### config.mk
export PLATFORM = sky130hd
export DESIGN_NAME = twelve_hour_clock_with_set_buttons
export DESIGN_NICKNAME = d
export VERILOG_FILES = /design/src/tclk_pkg.sv /design/src/tclk_in_stage.sv /design/src/tclk_core.sv /design/src/tclk_out_stage.sv /design/src/twelve_hour_clock_with_set_buttons.sv
export SDC_FILE = /design/constraint.sdc
export NUM_CORES = 1
export LEC_CHECK = 0
export BUFFER_PORTS_ARGS = -buffer_cell sky130_fd_sc_hd__buf_4
export CAP_MARGIN = 25
export CORE_MARGIN = 5
export CORE_UTILIZATION = 46
export DETAILED_ROUTE_END_ITERATION = 12
export GPL_TIMING_DRIVEN = 0
export PLACE_DENSITY = 0.71
export SKIP_LAST_GASP = 1
export SYNTH_ARGS = -nofsm -noshare
export SYNTH_HDL_FRONTEND = slang
export SYNTH_SLANG_ARGS = --single-unit
### constraint.sdc
create_clock -name clk -period 15.6 [get_ports clk]
set_input_delay 1.56 -clock clk [delete_from_list [all_inputs] [get_ports clk]]
set_output_delay 1.56 -clock clk [all_outputs]
set_load 0.005 [all_outputs]
### src/tclk_pkg.sv
// shared types, constants and set-step functions for the twelve-hour clock
package tclk_pkg;

  localparam int COUNT_WIDTH = 10;
  localparam int REG_WIDTH = 10;
  localparam int DEBOUNCE_WIDTH = 8;
  localparam int BUTTON_WIDTH = 5;
  localparam int CMP_WIDTH = (COUNT_WIDTH > REG_WIDTH) ? COUNT_WIDTH : REG_WIDTH;

  typedef logic [COUNT_WIDTH-1:0] count_t;
  typedef logic [REG_WIDTH-1:0] reg_t;
  typedef logic [DEBOUNCE_WIDTH-1:0] debounce_t;
  typedef logic [BUTTON_WIDTH-1:0] buttons_t;
  typedef logic [CMP_WIDTH-1:0] cmp_t;

  typedef enum logic {
    OP_TICK   = 1'b0,
    OP_BUTTON = 1'b1
  } opcode_t;

  typedef enum logic [1:0] {
    REG_SECOND_LEN            = 2'd0,
    REG_SETTLE_LEN            = 2'd1,
    REG_REPEAT_HOLD_TICKS     = 2'd2,
    REG_REPEAT_INTERVAL_TICKS = 2'd3
  } reg_index_t;

  localparam int BTN_MIN  = 0;
  localparam int BTN_SEC  = 1;
  localparam int BTN_DEC  = 2;
  localparam int BTN_HOUR = 3;
  localparam int BTN_INC  = 4;

  localparam logic [3:0] HOUR_FIRST = 4'd1;
  localparam logic [3:0] HOUR_LAST  = 4'd12;
  localparam logic [5:0] SIXTY_LAST = 6'd59;

  localparam reg_t      TPS_RESET      = reg_t'(100);
  localparam debounce_t DEBOUNCE_RESET = debounce_t'(5);
  localparam reg_t      HOLD_RESET     = reg_t'(100);
  localparam reg_t      INTERVAL_RESET = reg_t'(50);

  typedef struct packed {
    logic [3:0] hours;
    logic [5:0] minutes;
    logic [5:0] seconds;
  } clock_time_t;

  typedef struct packed {
    opcode_t  opcode;
    buttons_t buttons;
  } event_t;

  typedef struct packed {
    logic       enable;
    reg_index_t index;
    reg_t       data;
  } cfg_write_t;

  function automatic logic [5:0] step_sixty(input logic [5:0] v, input buttons_t btn);
    logic [5:0] r;
    r = v;
    if (btn[BTN_INC]) begin
      r = (v >= SIXTY_LAST) ? 6'd0 : v + 6'd1;
    end else if (btn[BTN_DEC]) begin
      r = (v == 6'd0) ? SIXTY_LAST : v - 6'd1;
    end
    return r;
  endfunction

  function automatic logic [3:0] step_hours(input logic [3:0] h, input buttons_t btn);
    logic [3:0] r;
    r = h;
    if (btn[BTN_INC]) begin
      r = (h >= HOUR_LAST) ? HOUR_FIRST : h + 4'd1;
    end else if (btn[BTN_DEC]) begin
      r = (h <= HOUR_FIRST) ? HOUR_LAST : h - 4'd1;
    end
    return r;
  endfunction

  function automatic clock_time_t set_step(input clock_time_t t, input buttons_t btn);
    clock_time_t r;
    r = t;
    if (btn[BTN_MIN]) begin
      r.minutes = step_sixty(t.minutes, btn);
    end
    if (btn[BTN_SEC]) begin
      r.seconds = step_sixty(t.seconds, btn);
    end
    if (btn[BTN_HOUR]) begin
      r.hours = step_hours(t.hours, btn);
    end
    return r;
  endfunction

endpackage

### src/tclk_in_stage.sv
// input register for incoming event words
module tclk_in_stage (
  input  logic              clk,
  input  logic              rst,
  input  logic              in_valid,
  output logic              in_stall,
  input  logic              opcode,
  input  logic [4:0]        buttons,
  input  logic              take,
  output logic              ev_valid,
  output tclk_pkg::event_t  ev
);

  logic accept;
  logic ev_valid_next;

  assign in_stall = ev_valid && !take;
  assign accept   = in_valid && !in_stall;

  always_comb begin
    ev_valid_next = ev_valid;
    if (accept) begin
      ev_valid_next = 1'b1;
    end else if (take) begin
      ev_valid_next = 1'b0;
    end
  end

  always_ff @(posedge clk) begin
    if (rst) begin
      ev_valid <= 1'b0;
    end else begin
      ev_valid <= ev_valid_next;
    end
  end

  always_ff @(posedge clk) begin
    if (accept) begin
      ev.opcode  <= tclk_pkg::opcode_t'(opcode);
      ev.buttons <= buttons;
    end
  end

endmodule

### src/tclk_core.sv
// clock state, debounce and auto repeat update with configuration registers
module tclk_core (
  input  logic                   clk,
  input  logic                   rst,
  input  tclk_pkg::cfg_write_t   cfg,
  input  logic                   fire,
  input  tclk_pkg::event_t       ev,
  output tclk_pkg::clock_time_t  result
);

  tclk_pkg::reg_t      second_len;
  tclk_pkg::debounce_t settle_len;
  tclk_pkg::reg_t      repeat_hold_ticks;
  tclk_pkg::reg_t      repeat_interval_ticks;

  tclk_pkg::clock_time_t now;
  tclk_pkg::count_t      subsecond_count;
  tclk_pkg::buttons_t    raw_buttons;
  tclk_pkg::buttons_t    stable_buttons;
  tclk_pkg::debounce_t   debounce_left;
  tclk_pkg::count_t      hold_count;
  tclk_pkg::count_t      repeat_count;

  tclk_pkg::clock_time_t now_next;
  tclk_pkg::count_t      subsecond_count_next;
  tclk_pkg::buttons_t    raw_buttons_next;
  tclk_pkg::buttons_t    stable_buttons_next;
  tclk_pkg::debounce_t   debounce_left_next;
  tclk_pkg::count_t      hold_count_next;
  tclk_pkg::count_t      repeat_count_next;

  tclk_pkg::count_t subsecond_inc;
  logic             second_done;

  assign subsecond_inc = subsecond_count + tclk_pkg::count_t'(1);
  assign second_done   = tclk_pkg::cmp_t'(subsecond_inc) >= tclk_pkg::cmp_t'(second_len);

  always_ff @(posedge clk) begin
    if (rst) begin
      second_len            <= tclk_pkg::TPS_RESET;
      settle_len            <= tclk_pkg::DEBOUNCE_RESET;
      repeat_hold_ticks     <= tclk_pkg::HOLD_RESET;
      repeat_interval_ticks <= tclk_pkg::INTERVAL_RESET;
    end else if (cfg.enable) begin
      unique case (cfg.index)
        tclk_pkg::REG_SECOND_LEN:            second_len            <= cfg.data;
        tclk_pkg::REG_SETTLE_LEN:            settle_len            <= cfg.data[7:0];
        tclk_pkg::REG_REPEAT_HOLD_TICKS:     repeat_hold_ticks     <= cfg.data;
        tclk_pkg::REG_REPEAT_INTERVAL_TICKS: repeat_interval_ticks <= cfg.data;
        default: ;
      endcase
    end
  end

  always_comb begin
    now_next             = now;
    subsecond_count_next = subsecond_count;
    raw_buttons_next     = raw_buttons;
    stable_buttons_next  = stable_buttons;
    debounce_left_next   = debounce_left;
    hold_count_next      = hold_count;
    repeat_count_next    = repeat_count;
    if (ev.opcode == tclk_pkg::OP_BUTTON) begin
      raw_buttons_next   = ev.buttons;
      debounce_left_next = settle_len;
    end else begin
      // clock runs only while no debounced button is held
      if (stable_buttons == '0) begin
        if (second_done) begin
          subsecond_count_next = '0;
          if (now.seconds >= tclk_pkg::SIXTY_LAST) begin
            now_next.seconds = 6'd0;
            if (now.minutes >= tclk_pkg::SIXTY_LAST) begin
              now_next.minutes = 6'd0;
              now_next.hours = (now.hours >= tclk_pkg::HOUR_LAST) ? tclk_pkg::HOUR_FIRST
                                                                  : now.hours + 4'd1;
            end else begin
              now_next.minutes = now.minutes + 6'd1;
            end
          end else begin
            now_next.seconds = now.seconds + 6'd1;
          end
        end else begin
          subsecond_count_next = subsecond_inc;
        end
      end
      // debounce countdown
      if (debounce_left != '0) begin
        if (debounce_left == tclk_pkg::debounce_t'(1)) begin
          stable_buttons_next = raw_buttons;
          now_next = tclk_pkg::set_step(now_next, raw_buttons);
        end
        debounce_left_next = debounce_left - tclk_pkg::debounce_t'(1);
      end
      // auto repeat
      if (stable_buttons_next != '0 && debounce_left_next == '0) begin
        if (tclk_pkg::cmp_t'(hold_count) < tclk_pkg::cmp_t'(repeat_hold_ticks)) begin
          hold_count_next = hold_count + tclk_pkg::count_t'(1);
        end else if (tclk_pkg::cmp_t'(repeat_count) < tclk_pkg::cmp_t'(repeat_interval_ticks)) begin
          repeat_count_next = repeat_count + tclk_pkg::count_t'(1);
        end else begin
          repeat_count_next = '0;
          now_next = tclk_pkg::set_step(now_next, stable_buttons_next);
        end
      end else begin
        hold_count_next = '0;
      end
    end
  end

  always_ff @(posedge clk) begin
    if (rst) begin
      now.hours       <= tclk_pkg::HOUR_FIRST;
      now.minutes     <= 6'd0;
      now.seconds     <= 6'd0;
      subsecond_count <= '0;
      raw_buttons     <= '0;
      stable_buttons  <= '0;
      debounce_left   <= tclk_pkg::DEBOUNCE_RESET;
      hold_count      <= '0;
      repeat_count    <= '0;
    end else if (fire) begin
      now             <= now_next;
      subsecond_count <= subsecond_count_next;
      raw_buttons     <= raw_buttons_next;
      stable_buttons  <= stable_buttons_next;
      debounce_left   <= debounce_left_next;
      hold_count      <= hold_count_next;
      repeat_count    <= repeat_count_next;
    end
  end

  assign result = now_next;

endmodule

### src/tclk_out_stage.sv
// result register holding the time word until the consumer takes it
module tclk_out_stage (
  input  logic                   clk,
  input  logic                   rst,
  input  logic                   load,
  input  tclk_pkg::clock_time_t  result,
  output logic                   out_ready,
  output logic                   out_valid,
  input  logic                   out_stall,
  output logic [3:0]             hours,
  output logic [5:0]             minutes,
  output logic [5:0]             seconds
);

  logic out_valid_next;

  assign out_ready = !out_valid || !out_stall;

  always_comb begin
    out_valid_next = out_valid;
    if (load) begin
      out_valid_next = 1'b1;
    end else if (!out_stall) begin
      out_valid_next = 1'b0;
    end
  end

  always_ff @(posedge clk) begin
    if (rst) begin
      out_valid <= 1'b0;
    end else begin
      out_valid <= out_valid_next;
    end
  end

  always_ff @(posedge clk) begin
    if (load) begin
      hours   <= result.hours;
      minutes <= result.minutes;
      seconds <= result.seconds;
    end
  end

endmodule

### src/twelve_hour_clock_with_set_buttons.sv
// top level of the twelve-hour clock with debounced set buttons
// an accepted word goes into the input register, and its time word into the output register
// throughput: one word per cycle while the output is not stalled, set by the single state update stage in tclk_core
// a stalled output holds one word while the input register takes the next
// reset clears the time to 1:00:00, the buttons and the subsecond, hold and repeat counts, and sets
// the debounce count and the registers to their defaults; no words are held after reset
module twelve_hour_clock_with_set_buttons (
  input  logic       clk,
  input  logic       rst,
  input  logic       write_enable,
  input  logic [1:0] write_index,
  input  logic [9:0] write_data,
  input  logic       in_valid,
  output logic       in_stall,
  input  logic       opcode,
  input  logic [4:0] buttons,
  output logic       out_valid,
  input  logic       out_stall,
  output logic [3:0] hours,
  output logic [5:0] minutes,
  output logic [5:0] seconds
);

  tclk_pkg::cfg_write_t  cfg;
  tclk_pkg::event_t      ev;
  tclk_pkg::clock_time_t result;
  logic                  ev_valid;
  logic                  out_ready;
  logic                  fire;

  assign cfg.enable = write_enable;
  assign cfg.index  = tclk_pkg::reg_index_t'(write_index);
  assign cfg.data   = write_data;

  assign fire = ev_valid && out_ready;

  tclk_in_stage u_in_stage (
    .clk      (clk),
    .rst      (rst),
    .in_valid (in_valid),
    .in_stall (in_stall),
    .opcode   (opcode),
    .buttons  (buttons),
    .take     (fire),
    .ev_valid (ev_valid),
    .ev       (ev)
  );

  tclk_core u_core (
    .clk    (clk),
    .rst    (rst),
    .cfg    (cfg),
    .fire   (fire),
    .ev     (ev),
    .result (result)
  );

  tclk_out_stage u_out_stage (
    .clk       (clk),
    .rst       (rst),
    .load      (fire),
    .result    (result),
    .out_ready (out_ready),
    .out_valid (out_valid),
    .out_stall (out_stall),
    .hours     (hours),
    .minutes   (minutes),
    .seconds   (seconds)
  );

endmodule

==> results.py, run 1 <==
metrics = {
    "pwr": {
        "power_density_nw_per_um2": 77.65,
        "worst_ir_drop_vdd_mv": 0.08426,
        "total_power_uw": 807.9,
        "power_leakage_nw": 4.040,
    },
    "routing": {
        "drt_iter0_drc": 894,
        "detail_route.first_pass.iterations": 5,
        "drc": 0,
        "avgRoutedWirePerCell_um": 18.39,
        "routed_wl_um": 27970,
        "ant_nets": 0,
        "vias_per_cell": 6.099,
        "via_count": 9277,
    },
    "synthesis": {
        "synth_cell_types": 104,
        "synthFlopType": "dfxtp_1",
        "synth_warnings": 0,
        "yosys.area.top_type": "dfxtp_1",
        "synth_top_area_frac": 0.2256,
        "synth.net_count": 1259,
        "avgSynthCellArea_um2": 7.796,
        "syn_inst": 1184,
        "seq_area_frac_synth": 0.2971,
        "syn_area_um2": 9230,
        "synth_edf_count": 22,
        "synth-seq-cells": 126,
        "async_flop_share": 0,
        "synth_area_leaders": "dfxtp_1 23%, edfxtp_1 7.2%, ha_1 7.0%, nand2_1 6.3%, nor2_1 5.2%",
    },
    "clocking": {
        "cts.htree.levels": 4,
        "cts_made_buffers": 17,
        "cts.path.max_buffers": 2,
        "hold_buffers": 0,
        "clock-sinks": 126,
        "cts_tree": "done",
        "clockRootBuffer": "clkbuf_16",
        "insertion_delay_ns": 0.42,
        "cts.repair.resized": 0,
        "cts.reportedPaths.clkPinSlew_ns": 0.06,
        "postCtsSetupBuffers": 0,
    },
    "timing": {
        "period_share": 0.4154,
        "finalMaxSlewViolations": 0,
        "finClkSkew_ns": 0.009191,
        "holdWs_ns": 0.4548,
        "max_slew_margin": 0.3514,
        "period_needed_ns": 6.481,
        "tightest_slew_ns": 0.9684,
        "finalHoldViolCount": 0,
        "final.setup.tns_ns": 0,
        "finalSetupViolations": 0,
        "fmax_mhz": 154.3,
        "rsz0062_at_grt": "no",
    },
    "placed_design": {
        "globalplace.congestion": 0.9263,
        "dp_hpwl_um": 20780,
        "io_buffers": 39,
    },
    "global_route": {
        "antenna_found_initial": 0,
        "grt_max_degree": 17,
        "grt_pass1_vias": 8534,
        "overflow": 0,
        "track_usage": 0.2417,
        "grt_pass1_wl_um": 44080,
    },
    "floorplan": {
        "core-area_um2": 19590,
        "start_util": 0.4712,
        "die_w_um": 151.7,
        "die_area_um2": 23000,
        "die_height_um": 151.7,
        "rows": 51,
        "io_pins": 41,
    },
    "hold_path": {
        "hold_path_class": "register to register",
    },
    "worst_setup_path": {
        "slowest_delay_ns": 0.75,
        "worstPathMaxFanout": 8,
        "crit_type": "register to register",
        "crit_arrival_ns": 6.61,
        "required_ns": 15.73,
        "cp_slowest_cell": "a31oi_1",
        "crit_buf_inv": 2,
        "cp-start-kind": "register",
        "cp_cell_sequence": "and3_1, and3_1, and3_1, nand3_1, xnor2_1, ha_1, a21oi_1, o21ai_1, a31oi_1, a21oi_1, a31oi_1, inv_1, ha_1, nand2b_1, or4b_1, nand3_1, inv_1, ha_1, a2bb2oi_1, a2111oi_0, nor3_1, a31oi_1",
        "crit_family": "compound AO/OA/AOI/OAI gates",
        "cp-end-kind": "register",
    },
    "cells_and_area": {
        "area_growth_pct": 12.71,
        "final_cell_mix": "155 x nand2_1, 129 x nor2_1, 104 x dfxtp_1, 87 x a21oi_1, 58 x inv_1",
        "drive_gt1_frac": 0.1035,
        "final_common_cell": "nand2_1",
        "diodes": 0,
        "fin_util": 0.5311,
        "nets": 1318,
    },
    "status": {
        "status": "complete, no violations",
    },
    "flow_run": {
        "max-cap-violations": 0,
    },
}
[state kept, by name, summed over array words and instances, names as in the netlist]
register	count
u_in_stage.ev	6
u_core.raw_buttons	5
u_core.settle_len	8
u_in_stage.ev_valid	1
u_core.hold_count	10
u_core.subsecond_count	10
u_core.now	16
u_core.stable_buttons	5
u_core.repeat_interval_ticks	10
u_core.debounce_left	8
u_core.repeat_count	10
u_out_stage.minutes	6
u_out_stage.seconds	6
u_core.second_len	10
u_out_stage.out_valid	1
u_out_stage.hours	4
u_core.repeat_hold_ticks	10
[power by group]
group,leakage [nW],internal [mW],total [mW],switching [mW]
Clock,0.246,0.216,0.361,0.145
Combinational,2.74,0.0349,0.101,0.0657
Sequential,1.05,0.341,0.346,0.00544
[synthesized netlist by cell type (20+ instances only)]
master,number
nand2_1,155
nor2_1,129
dfxtp_1,104
a21oi_1,87
inv_1,58
clkbuf_1,54
ha_1,52
nand3_1,48
o21ai_0,42
nor3_1,26
xor2_1,23
edfxtp_1,22
nand4_1,21
a31oi_1,20
and3_1,20
[logic make-up after synthesis]
family | Yosys count | share of synthesized area
AO/OA/AOI/OAI | 321 | 0.2485
XOR/XNOR | 33 | 0.03213
adder cells (fa/ha/maj) | 54 | 0.07279
buffers and inverters | 126 | 0.05354
flip-flops | 126 | 0.2971
multiplexers | 26 | 0.02955
AND/OR/NAND/NOR | 498 | 0.2664
[metrics by stage]
step	instance area (µm²)	worst slack [ns]	instances
finish	10400	9.119	1521
global route	10400	8.686	1521
CTS	10400	9.198	1521
detailed placement	9869	9.227	1489
global placement	9854	9.335	1488
floorplan	9230	10.26	1184
[per-layer routing]
layer / up-vias / GRT usage / part of all wire
met4: 0 / 0.09928 / 0.033
met5: - / 0 / 0
met3: 73 / 0.03837 / 0.068
li1: 4462 / - / -
met2: 389 / 0.4022 / 0.46
met1: 4353 / 0.3126 / 0.43
[worst register-to-register path, cell delays in order, from the launching register on]
cell and delay (ns):
dfxtp_1 0.40, and3_1 0.26, and3_1 0.25, and3_1 0.25
nand3_1 0.12, xnor2_1 0.22, ha_1 0.30, a21oi_1 0.15
o21ai_1 0.15, a31oi_1 0.75, a21oi_1 0.25, a31oi_1 0.54
inv_1 0.10, ha_1 0.30, nand2b_1 0.22, or4b_1 0.18
nand3_1 0.26, inv_1 0.13, ha_1 0.24, a2bb2oi_1 0.37
a2111oi_0 0.17, nor3_1 0.38, a31oi_1 0.17
[final timing paths]
path / start / cells after the start / slack [ns] / to
max: u_core.subsecond_count[0] / 22 / 9.12 / u_out_stage.seconds[3]
min: u_core.repeat_interval_ticks[7] / 2 / 0.45 / u_core.repeat_interval_ticks[7]
max reg2reg: u_core.subsecond_count[0] / 22 / 9.12 / u_out_stage.seconds[3]
min reg2reg: u_core.repeat_interval_ticks[7] / 2 / 0.45 / u_core.repeat_interval_ticks[7]
[layout make-up]
type	count	area [µm²]
fill	1875	9186
multi-input combinational	932	5993
sequential	126	2743
clock buffer	20	436.7
tap	265	331.6
timing repair buffer	40	307.8
buffer	65	265.3
inverter	61	229.0
clock inverter	12	97.59
Note: power is estimated with default switching activity, not from simulation.
==> inputs of run 2 (changes only) <==
--- a/config.mk
+++ b/config.mk
@@ -11,7 +11,7 @@
 export CORE_UTILIZATION = 46
 export DETAILED_ROUTE_END_ITERATION = 12
 export GPL_TIMING_DRIVEN = 0
-export PLACE_DENSITY = 0.71
+export PLACE_DENSITY = 0.74
 export SKIP_LAST_GASP = 1
 export SYNTH_ARGS = -nofsm -noshare
 export SYNTH_HDL_FRONTEND = slang
==> constraint.sdc (replaced) <==
create_clock -name clk -period 5.9 [get_ports clk]
set_input_delay 0.59 -clock clk [delete_from_list [all_inputs] [get_ports clk]]
set_output_delay 0.59 -clock clk [all_outputs]
set_load 0.005 [all_outputs]
==> results.py, run 2 (synthesized netlist as in run 1, its figures left out) <==
metrics = {
    "placed_design": {
        "dp.cells": 1489,
        "dp_hpwl_um": 20680,
        "post_dp_cell_area_um2": 9869,
        "io_buffers": 39,
        "pre_cts_ws_ns": -0.5449,
        "globalplace.congestion": 0.9414,
    },
    "global_route": {
        "antenna_found_initial": 0,
        "grt_max_degree": 17,
        "overflow": 0,
        "grt_pass1_vias": 8447,
        "track_usage": 0.2418,
        "grt_pass1_wl_um": 44140,
    },
    "worst_setup_path": {
        "r2r_slack_ns": 0.24,
        "critPathMostFrequentCell": "and3_2",
        "crit_arrival_ns": 5.83,
        "slowest_delay_ns": 0.36,
        "crit_type": "register to register",
        "cp_slowest_cell": "dfxtp_2",
        "worstPathMaxFanout": 10,
        "required_ns": 6.07,
        "crit_family": "simple AND/OR/NAND/NOR gates",
        "cp-end-kind": "register",
        "cp-start-kind": "register",
        "crit_buf_inv": 3,
    },
    "timing": {
        "finClkSkew_ns": 0.008747,
        "worst_slack_ns": 0.2448,
        "finalHoldViolCount": 0,
        "tightest_slew_ns": 0.8993,
        "finalMaxSlewViolations": 0,
        "final.setup.tns_ns": 0,
        "period_share": 0.9585,
        "holdWs_ns": 0.3379,
        "period_needed_ns": 5.655,
        "max_slew_margin": 0.3833,
        "finalSetupViolations": 0,
        "fmax_mhz": 176.8,
    },
    "floorplan": {
        "start_util": 0.4712,
        "rows": 51,
        "io_pins": 41,
        "core-area_um2": 19590,
        "die_area_um2": 23000,
        "die_w_um": 151.7,
        "die_height_um": 151.7,
    },
    "routing": {
        "avgRoutedWirePerCell_um": 18.49,
        "drt_iter0_drc": 798,
        "routed_wl_um": 28310,
        "vias_per_cell": 6.144,
        "ant_nets": 0,
        "detail_route.first_pass.iterations": 7,
        "drc": 0,
        "via_count": 9407,
    },
    "pwr": {
        "power_density_nw_per_um2": 213.6,
        "worst_ir_drop_vdd_mv": 0.2284,
        "total_power_mw": 2.288,
        "power_leakage_nw": 4.168,
    },
    "hold_path": {
        "hold_path_class": "input port to register",
    },
    "cells_and_area": {
        "nets": 1328,
        "postLayoutCellArea_um2": 10710,
        "diodes": 0,
        "final_cells": 1531,
        "drive_gt1_frac": 0.1319,
        "fin_util": 0.5467,
        "largest_reg_flops": 16,
        "largest-register": "u_core.now",
        "final_cell_mix": "155 x nand2_1, 128 x nor2_1, 102 x dfxtp_1, 85 x a21oi_1, 58 x inv_1",
        "area_growth_pct": 16.04,
        "final_common_cell": "nand2_1",
    },
    "clocking": {
        "cts.reportedPaths.clkPinSlew_ns": 0.06,
        "cts_tree": "done",
        "clockRootBuffer": "clkbuf_16",
        "cts.path.max_buffers": 2,
        "cts.htree.levels": 4,
        "cts_made_buffers": 17,
        "clock-sinks": 126,
        "insertion_delay_ns": 0.43,
    },
    "flow_run": {
        "max-cap-violations": 0,
    },
    "status": {
        "status": "complete, no violations",
    },
}
## run 2: routing by layer
metal	part of all wire	GRT usage
met5	0	0
met1	0.43	0.3163
met2	0.47	0.4071
met4	0.028	0.08176
met3	0.076	0.03807
## run 2: timing repair
action	CTS	global route
hold buffers	0	0
setup endpoints to repair	29	30
pin swaps	3	5
resized for setup	10	20
endpoints found under the hold margin	0	0
setup buffers	4	7
## run 2: layout make-up
| class | count | area [µm²] |
|---|---|---|
| inverter | 61 | 229.0 |
| multi-input combinational | 932 | 6118 |
| clock buffer | 17 | 425.4 |
| tap | 265 | 331.6 |
| timing repair buffer | 51 | 402.9 |
| clock inverter | 15 | 193.9 |
| fill | 1856 | 8880 |
| buffer | 64 | 264.0 |
| sequential | 126 | 2745 |
## run 2: path summary, 6_finish.rpt
check,from,end,cells after the start
hold reg to reg,u_core.repeat_interval_ticks[3],u_core.repeat_interval_ticks[3],2
hold / removal,opcode,u_in_stage.ev[5],1
setup reg to reg,u_core.subsecond_count[2],u_out_stage.minutes[3],26
setup / recovery,u_core.subsecond_count[2],u_out_stage.minutes[3],26
## run 2: power breakdown
group	internal (mW)	total [mW]	switching [mW]
logic	0.0938	0.271	0.177
registers	0.902	0.916	0.0148
clock network	0.703	1.10	0.398
total	1.70	2.29	0.590
